**src/hdl/mvp_pkg.sv**
```systemverilog
package mvp_pkg;

	// Vector store depth; sets the column counter and address widths.
	localparam int unsigned MAX_COLUMNS = 1024;
	localparam int unsigned COL_W       = $clog2(MAX_COLUMNS);
	localparam int unsigned LEN_W       = (COL_W + 1 > 11) ? COL_W + 1 : 11;

	localparam int unsigned VAL_W  = 16;
	localparam int unsigned PROD_W = 32;
	localparam int unsigned SUM_W  = 40;
	localparam int unsigned ROW_W  = 16;
	localparam int unsigned RLEN_W = 11;

	localparam int unsigned APB_AW = 3;
	localparam int unsigned APB_DW = 32;

	// Register byte addresses
	localparam logic [APB_AW-1:0] ADDR_ROW_LENGTH = 3'd0;
	localparam logic [APB_AW-1:0] ADDR_ROW_COUNT  = 3'd4;

	localparam logic REQ_LOAD   = 1'b0;
	localparam logic REQ_MATRIX = 1'b1;

	typedef struct packed {
		logic                    valid;
		logic                    last;
		logic signed [VAL_W-1:0] value;
	} fetch_t;

endpackage

```
**src/hdl/mvp_mac.sv**
```systemverilog
module mvp_mac (
	input  logic                                 clk,
	input  logic                                 arst_n,
	input  logic                                 adv,
	input  mvp_pkg::fetch_t                      fetch_s1,
	input  logic signed [mvp_pkg::VAL_W-1:0]     vec_data_s1,
	input  logic        [mvp_pkg::ROW_W-1:0]     row_count,
	input  logic                                 result_stall,
	output logic                                 result_valid,
	output logic signed [mvp_pkg::SUM_W-1:0]     row_result,
	output logic        [mvp_pkg::ROW_W-1:0]     row_index,
	output logic                                 saturated
);
	import mvp_pkg::*;

	logic                     valid_s2;
	logic                     last_s2;
	logic signed [PROD_W-1:0] prod_s2;

	logic signed [SUM_W-1:0]  sum_q;
	logic                     clamp_q;
	logic        [ROW_W-1:0]  row_q;
	logic                     result_valid_q;

	logic signed [SUM_W:0]    sum_wide;
	logic signed [SUM_W-1:0]  sum_sat;
	logic                     ovf;
	logic        [ROW_W:0]    row_inc;
	logic        [ROW_W-1:0]  row_next;
	logic                     fire;

	// multiply stage
	always_ff @(posedge clk or negedge arst_n) begin
		if (!arst_n) begin
			valid_s2 <= 1'b0;
		end else if (adv) begin
			valid_s2 <= fetch_s1.valid;
		end
	end

	always_ff @(posedge clk) begin
		if (adv && fetch_s1.valid) begin
			prod_s2 <= PROD_W'(fetch_s1.value * vec_data_s1);
			last_s2 <= fetch_s1.last;
		end
	end

	// accumulate with clamping at the 40-bit bounds
	always_comb begin
		sum_wide = (SUM_W+1)'(sum_q) + (SUM_W+1)'(prod_s2);
		ovf      = sum_wide[SUM_W] != sum_wide[SUM_W-1];
		if (!ovf) begin
			sum_sat = sum_wide[SUM_W-1:0];
		end else if (sum_wide[SUM_W]) begin
			sum_sat = {1'b1, {(SUM_W-1){1'b0}}};
		end else begin
			sum_sat = {1'b0, {(SUM_W-1){1'b1}}};
		end
		row_inc  = (ROW_W+1)'(row_q) + (ROW_W+1)'(1);
		row_next = (row_inc >= (ROW_W+1)'(row_count)) ? '0 : row_inc[ROW_W-1:0];
		fire     = adv && valid_s2;
	end

	always_ff @(posedge clk or negedge arst_n) begin
		if (!arst_n) begin
			sum_q          <= '0;
			clamp_q        <= 1'b0;
			row_q          <= '0;
			result_valid_q <= 1'b0;
		end else begin
			if (fire) begin
				if (last_s2) begin
					sum_q   <= '0;
					clamp_q <= 1'b0;
					row_q   <= row_next;
				end else begin
					sum_q   <= sum_sat;
					clamp_q <= clamp_q || ovf;
				end
			end
			if (fire && last_s2) begin
				result_valid_q <= 1'b1;
			end else if (!result_stall) begin
				result_valid_q <= 1'b0;
			end
		end
	end

	always_ff @(posedge clk) begin
		if (fire && last_s2) begin
			row_result <= sum_sat;
			row_index  <= row_q;
			saturated  <= clamp_q || ovf;
		end
	end

	assign result_valid = result_valid_q;

endmodule

```
**config.mk**
```make
export PLATFORM = sky130hd
export DESIGN_NAME = mvp_mac
export DESIGN_NICKNAME = d
export VERILOG_FILES = /design/src/hdl/mvp_pkg.sv /design/src/hdl/mvp_mac.sv
export SDC_FILE = /design/constraint.sdc
export NUM_CORES = 1
export LEC_CHECK = 0
export BUFFER_PORTS_ARGS = -buffer_cell sky130_fd_sc_hd__buf_2
export CAP_MARGIN = 5
export CELL_PAD_IN_SITES_DETAIL_PLACEMENT = 1
export CELL_PAD_IN_SITES_GLOBAL_PLACEMENT = 1
export CORE_MARGIN = 1.5
export CORE_UTILIZATION = 40
export DETAILED_ROUTE_END_ITERATION = 8
export PLACE_DENSITY_LB_ADDON = 0.1
export SYNTH_ARGS = -nofsm -noshare
export SYNTH_HDL_FRONTEND = slang
export SYNTH_SLANG_ARGS = --single-unit
export TNS_END_PERCENT = 1
```
**constraint.sdc**
```tcl
create_clock -name clk -period 3.7 [get_ports clk]
set_input_delay 0.74 -clock clk [delete_from_list [all_inputs] [get_ports clk]]
set_output_delay 0.74 -clock clk [all_outputs]
set_load 0.01 [all_outputs]
```
=== Word-level counts from Yosys, hierarchy flattened ===
Cells that the tools add are included.

* Register bits after elaboration: 149
* Bits of input ports: 54
* Output and inout bits: 58
* Logic and storage cells: 28

* Add/sub/neg operators: 2
* Multipliers: 1
* Order comparisons: 1
* Equal/unequal tests: 2
* Mux-type cells: 7
* Reductions and logical operators: 5

{| class="wikitable"
|+ Operators with widths
! cell !! count
|-
| two-way mux 40 bit || 3
|-
| adder 40 x 32 -> 41 bit || 1
|-
| multiplier 16 x 16 -> 32 bit || 1
|-
| adder 16 x 1 -> 17 bit, second input constant || 1
|-
| greater-or-equal comparator 17 x 16 -> 1 bit || 1
|-
| two-way mux 16 bit || 1
|-
| logical AND 1 bit || 3
|-
| two-way mux 1 bit || 3
|-
| != test 2 x 1 -> 1 bit, second input constant || 1
|-
| AND reduction 2 bit || 1
|-
| logical OR 1 bit || 1
|-
| != test 1 bit || 1
|}

=== Logic depth before layout (Yosys ltp) ===
* Depth after elaboration: 4
* Mapped depth: 25
* Depth with buffers taken out: 24

=== Worst setup path after synthesis ===
Ideal clock, no wire load.

* Path type: input-to-reg
* From: input port fetch_s1[15] (netlist bit)
* To: register prod_s2[31] (data pin)
* Library setup time: 0.261 ns
* Data arrival time: 6.282 ns
* Data required time: 3.439 ns
* Slack: -2.843 ns
* Stages on the path: 21
* Path buffers: 1
* Cells stage by stage: clkbuf_1 -> nand2_1 -> inv_1 -> fa_1 -> fa_1 -> fa_1 -> fa_1 -> fa_1 -> inv_1 -> fa_1 -> inv_1 -> ha_1 -> a21oi_1 -> o21ai_0 -> a31oi_1 -> nand2_1 -> o31a_1 -> a21bo_2 -> nor4_1 -> o21ai_0 -> xnor2_1

* Longest elaborated chain between the ends: 1

{| class="wikitable"
|+ Ends and longest elaborated chain
! element !! RTL line !! source
|-
| from (decl) || mvp_mac.sv:5 || <nowiki>input mvp_pkg::fetch_t fetch_s1,</nowiki>
|-
| multiplier 16 x 16 -> 32 bit || mvp_mac.sv:43 || <nowiki>prod_s2 <= PROD_W'(fetch_s1.value * vec_data_s1);</nowiki>
|-
| to (signal assigned) || mvp_mac.sv:43 ||
|-
| to (decl) || mvp_mac.sv:18 || <nowiki>logic signed [PROD_W-1:0] prod_s2;</nowiki>
|}

No other way between the ends.
A chain may end at the register's enable or synchronous reset.

=== Final worst setup path ===
* From: input port vec_data_s1[4] (netlist bit)
* To: register prod_s2[29] (data pin)

* Longest elaborated chain between the ends: 1

{| class="wikitable"
|+ Ends and longest elaborated chain
! element !! RTL line !! source
|-
| from (decl) || mvp_mac.sv:6 || <nowiki>input logic signed [mvp_pkg::VAL_W-1:0] vec_data_s1,</nowiki>
|-
| multiplier 16 x 16 -> 32 bit || mvp_mac.sv:43 ||
|}

No other way between the ends.

==> results.cfg <==
[synth]
synthTopCellsByCount = inv_1, fa_1, nand2_1, ha_1, and2_1
yosysWarnings = 0
async_flop_share_pct = 39.6
synth_cell_types = 71
yosysTopAreaCellShare_pct = 28.6
synth-edff-count = 90
synthFlopType = edfxtp_1
synth_area_leaders = fa_1, edfxtp_1, ha_1, dfrtp_1, inv_1
yosysTopAreaCell = fa_1
syn-cell-area_um2 = 18400
synth_most_common_cell = inv_1
syn_inst = 1944
postSynthAreaPerCell_um2 = 9.46
yosys_register_bits = 149
syn_nets = 2400
yosysSeqAreaShare_pct = 22.7

[worst_setup_path]
cpPeakStageDelay_ps = 550
startpoint = vec_data_s1[4]
crit_chain = buf_12 > buf_12 > and2_4 > fa_1 > fa_1 > fa_1 > fa_1 > fa_1 > inv_2 > fa_1 > inv_2 > ha_4 > nand2_4 > buf_12 > nor4_4 > and3_4 > o31a_1 > a21bo_2 > nor4_4 > a21o_1 > xnor2_1
endpoint_kind = register
cp.arrival_ps = 6100
critPathMostFrequentCell = fa_1
worstReg2RegStart = prod_s2[0]
path_class = in2reg
r2r_slack_ps = 200
reg2regPathDepth = 11
cp_slowest_cell = fa_1
timing.rr.end = row_result[30]
crit_path_start_kind = primary input
required_ps = 3890
critPathMaxFanout = 6

[cts]
ctsLongestPathBuffers = 2
clock-root-buffer = clkbuf_16
clkTransAtPathRegs_ps = 60
cts.sinks = 149
clock_latency_ps = 450
cts-buffers-inserted = 17
cts_max_level = 4
cts_tree = yes

[sta]
drv_slew = 0
slew_headroom_pct = 39.0
rsz0062_at_grt = true
fin_ws_ps = -2210
worst_pin_slew_ps = 912
setup_violations = 26
final-hold-violation-count = 0
min_period_ps = 5910
finClkSkew_ps = 8.91
fmax_mhz = 169
finalCritPeriodShare_pct = 160

[placed_design]
gp_congestion = 0.886
dp.cells = 2789
dp_hpwl_um = 43700
dp_slack_ps = -2910
portBuffers = 111

[detailed_routing]
first_pass_iters = 5
drt_first_iter_violations = 614
vias_per_cell = 5.08
drc = 0
vias = 14500
final_antenna_net_count = 0
routedWlPerCell_um = 18.5
drt_wl_total_um = 52700

[die]
num_io_pins = 112
row_count = 78
die_x_um = 217
design.die.area_um2 = 47200
start_util_pct = 40.5
coreArea_um2 = 45400
die-height_um = 217

[status]
violations = setup timing
status = finished with violations

[grt]
grt_max_degree = 40
grt_pass1_wl_um = 85200
first_global_vias = 16300
antenna_found_initial = 0
track_usage_pct = 22.8
grt-ovfl-total = 0

[cells_and_area]
finish.net_count = 2688
fin_util_pct = 49.8
n_antenna_cell = 0
area_growth_pct = 23.0
layout-drive-gt1-share_pct = 21.0
layout.cells.non_filler = 2845

[run]
drv_cap = 0

[worst_hold_path]
hold_class = in2async
worst max-delay path, delay by kind of cell:
kind,cells,cell delay (ps)
AND/OR/NAND/NOR,5,830
AO/OA/AOI/OAI,3,540
XOR/XNOR,1,120
buffers and inverters,5,460
adder cells (fa/ha/maj),7,3400
state kept, by name, summed over array words and instances (netlist names):
name,cells
row_q,16
clamp_q,1
last_s2,1
prod_s2,32
row_index,16
row_result,40
saturated,1
sum_q,40
valid_s2,1
result_valid,1
routing by layer:
| layer | part of all wire [%] | GRT usage [%] |
|---|---|---|
| met1 | 47 | 30.3 |
| met5 | 0 | 0 |
| met3 | 1.9 | 1.86 |
| met2 | 49 | 39.5 |
| met4 | 2.6 | 7.27 |
cell type report:
cell class	count	area (µm²)
inverters	357	1340
fillers	5180	22800
well taps	600	751
clock buffers	19	453
clock inverters	13	168
flip-flops and latches	149	4180
multi-input cells	1373	13100
repair buffers	334	2620
placed cells by master, fill, tap and decap left out, types with 6 or more instances in the layout:
cell type	count
a211oi_1	7
ha_1	124
clkbuf_16	19
a21oi_1	69
buf_12	14
maj3_1	22
a21oi_2	10
and2_1	123
nand2b_1	17
xnor2_1	53
nand4_1	15
a22o_1	6
nor2_1	77
o21bai_1	6
nor3_1	10
ha_4	15
fa_1	249
nand2_4	6
o21ai_1	22
o21ai_0	64
nand3_1	28
buf_4	201
nor3b_1	6
o21a_1	14
a31oi_1	7
or3_1	8
fa_2	14
xor2_1	18
inv_1	347
a21o_1	27
buf_6	29
inv_2	9
nand2_1	223
and2_4	12
edfxtp_1	90
buf_2	86
and3_1	14
dfrtp_1	59
through the flow:
step	TNS (ps)	hold WS, ps	area, µm²
6_report	-41720	345	22600
5_1_grt	-46100	358	22600
4_1_cts	-43460	347	22200
3_5_place_dp	-60130	475	21200
3_3_place_gp	-57650	467	21200
2_1_floorplan	-44650	444	18700
worst max-delay path by stage:
stage / depth (start not counted) / slack, ps / end
2_1_floorplan: 22 / -2300 / prod_s2[31]
3_3_place_gp: 23 / -2810 / prod_s2[31]
3_5_place_dp: 23 / -2910 / prod_s2[31]
4_1_cts: 23 / -2270 / prod_s2[31]
5_1_grt: 21 / -2420 / prod_s2[29]
6_report: 21 / -2210 / prod_s2[29]
cells by family (layout without fill, tap and decap cells):
group / after synthesis / after routing / share of synthesized area, %
and+or+nand+nor: 573 / 573 / 15.2
adders and majority gates: 424 / 424 / 39.3
buffers and inverters: 422 / 723 / 8.71
AOI/OAI and AO/OA: 299 / 299 / 10.3
DFF: 149 / 149 / 22.7
xor gates and xnor gates: 72 / 72 / 3.43
muxes: 5 / 5 / 0.279
what timing repair did:
item,in CTS,in global routing
endpoints found under the setup margin,27,33
hold buffers,0,0
buffers inserted,13,10
cloned,0,2
gates resized for setup,77,67
pin swaps,38,45
Power is not shown: default switching activity piles up to over one toggle a cycle in this logic, so the estimate is an artifact.
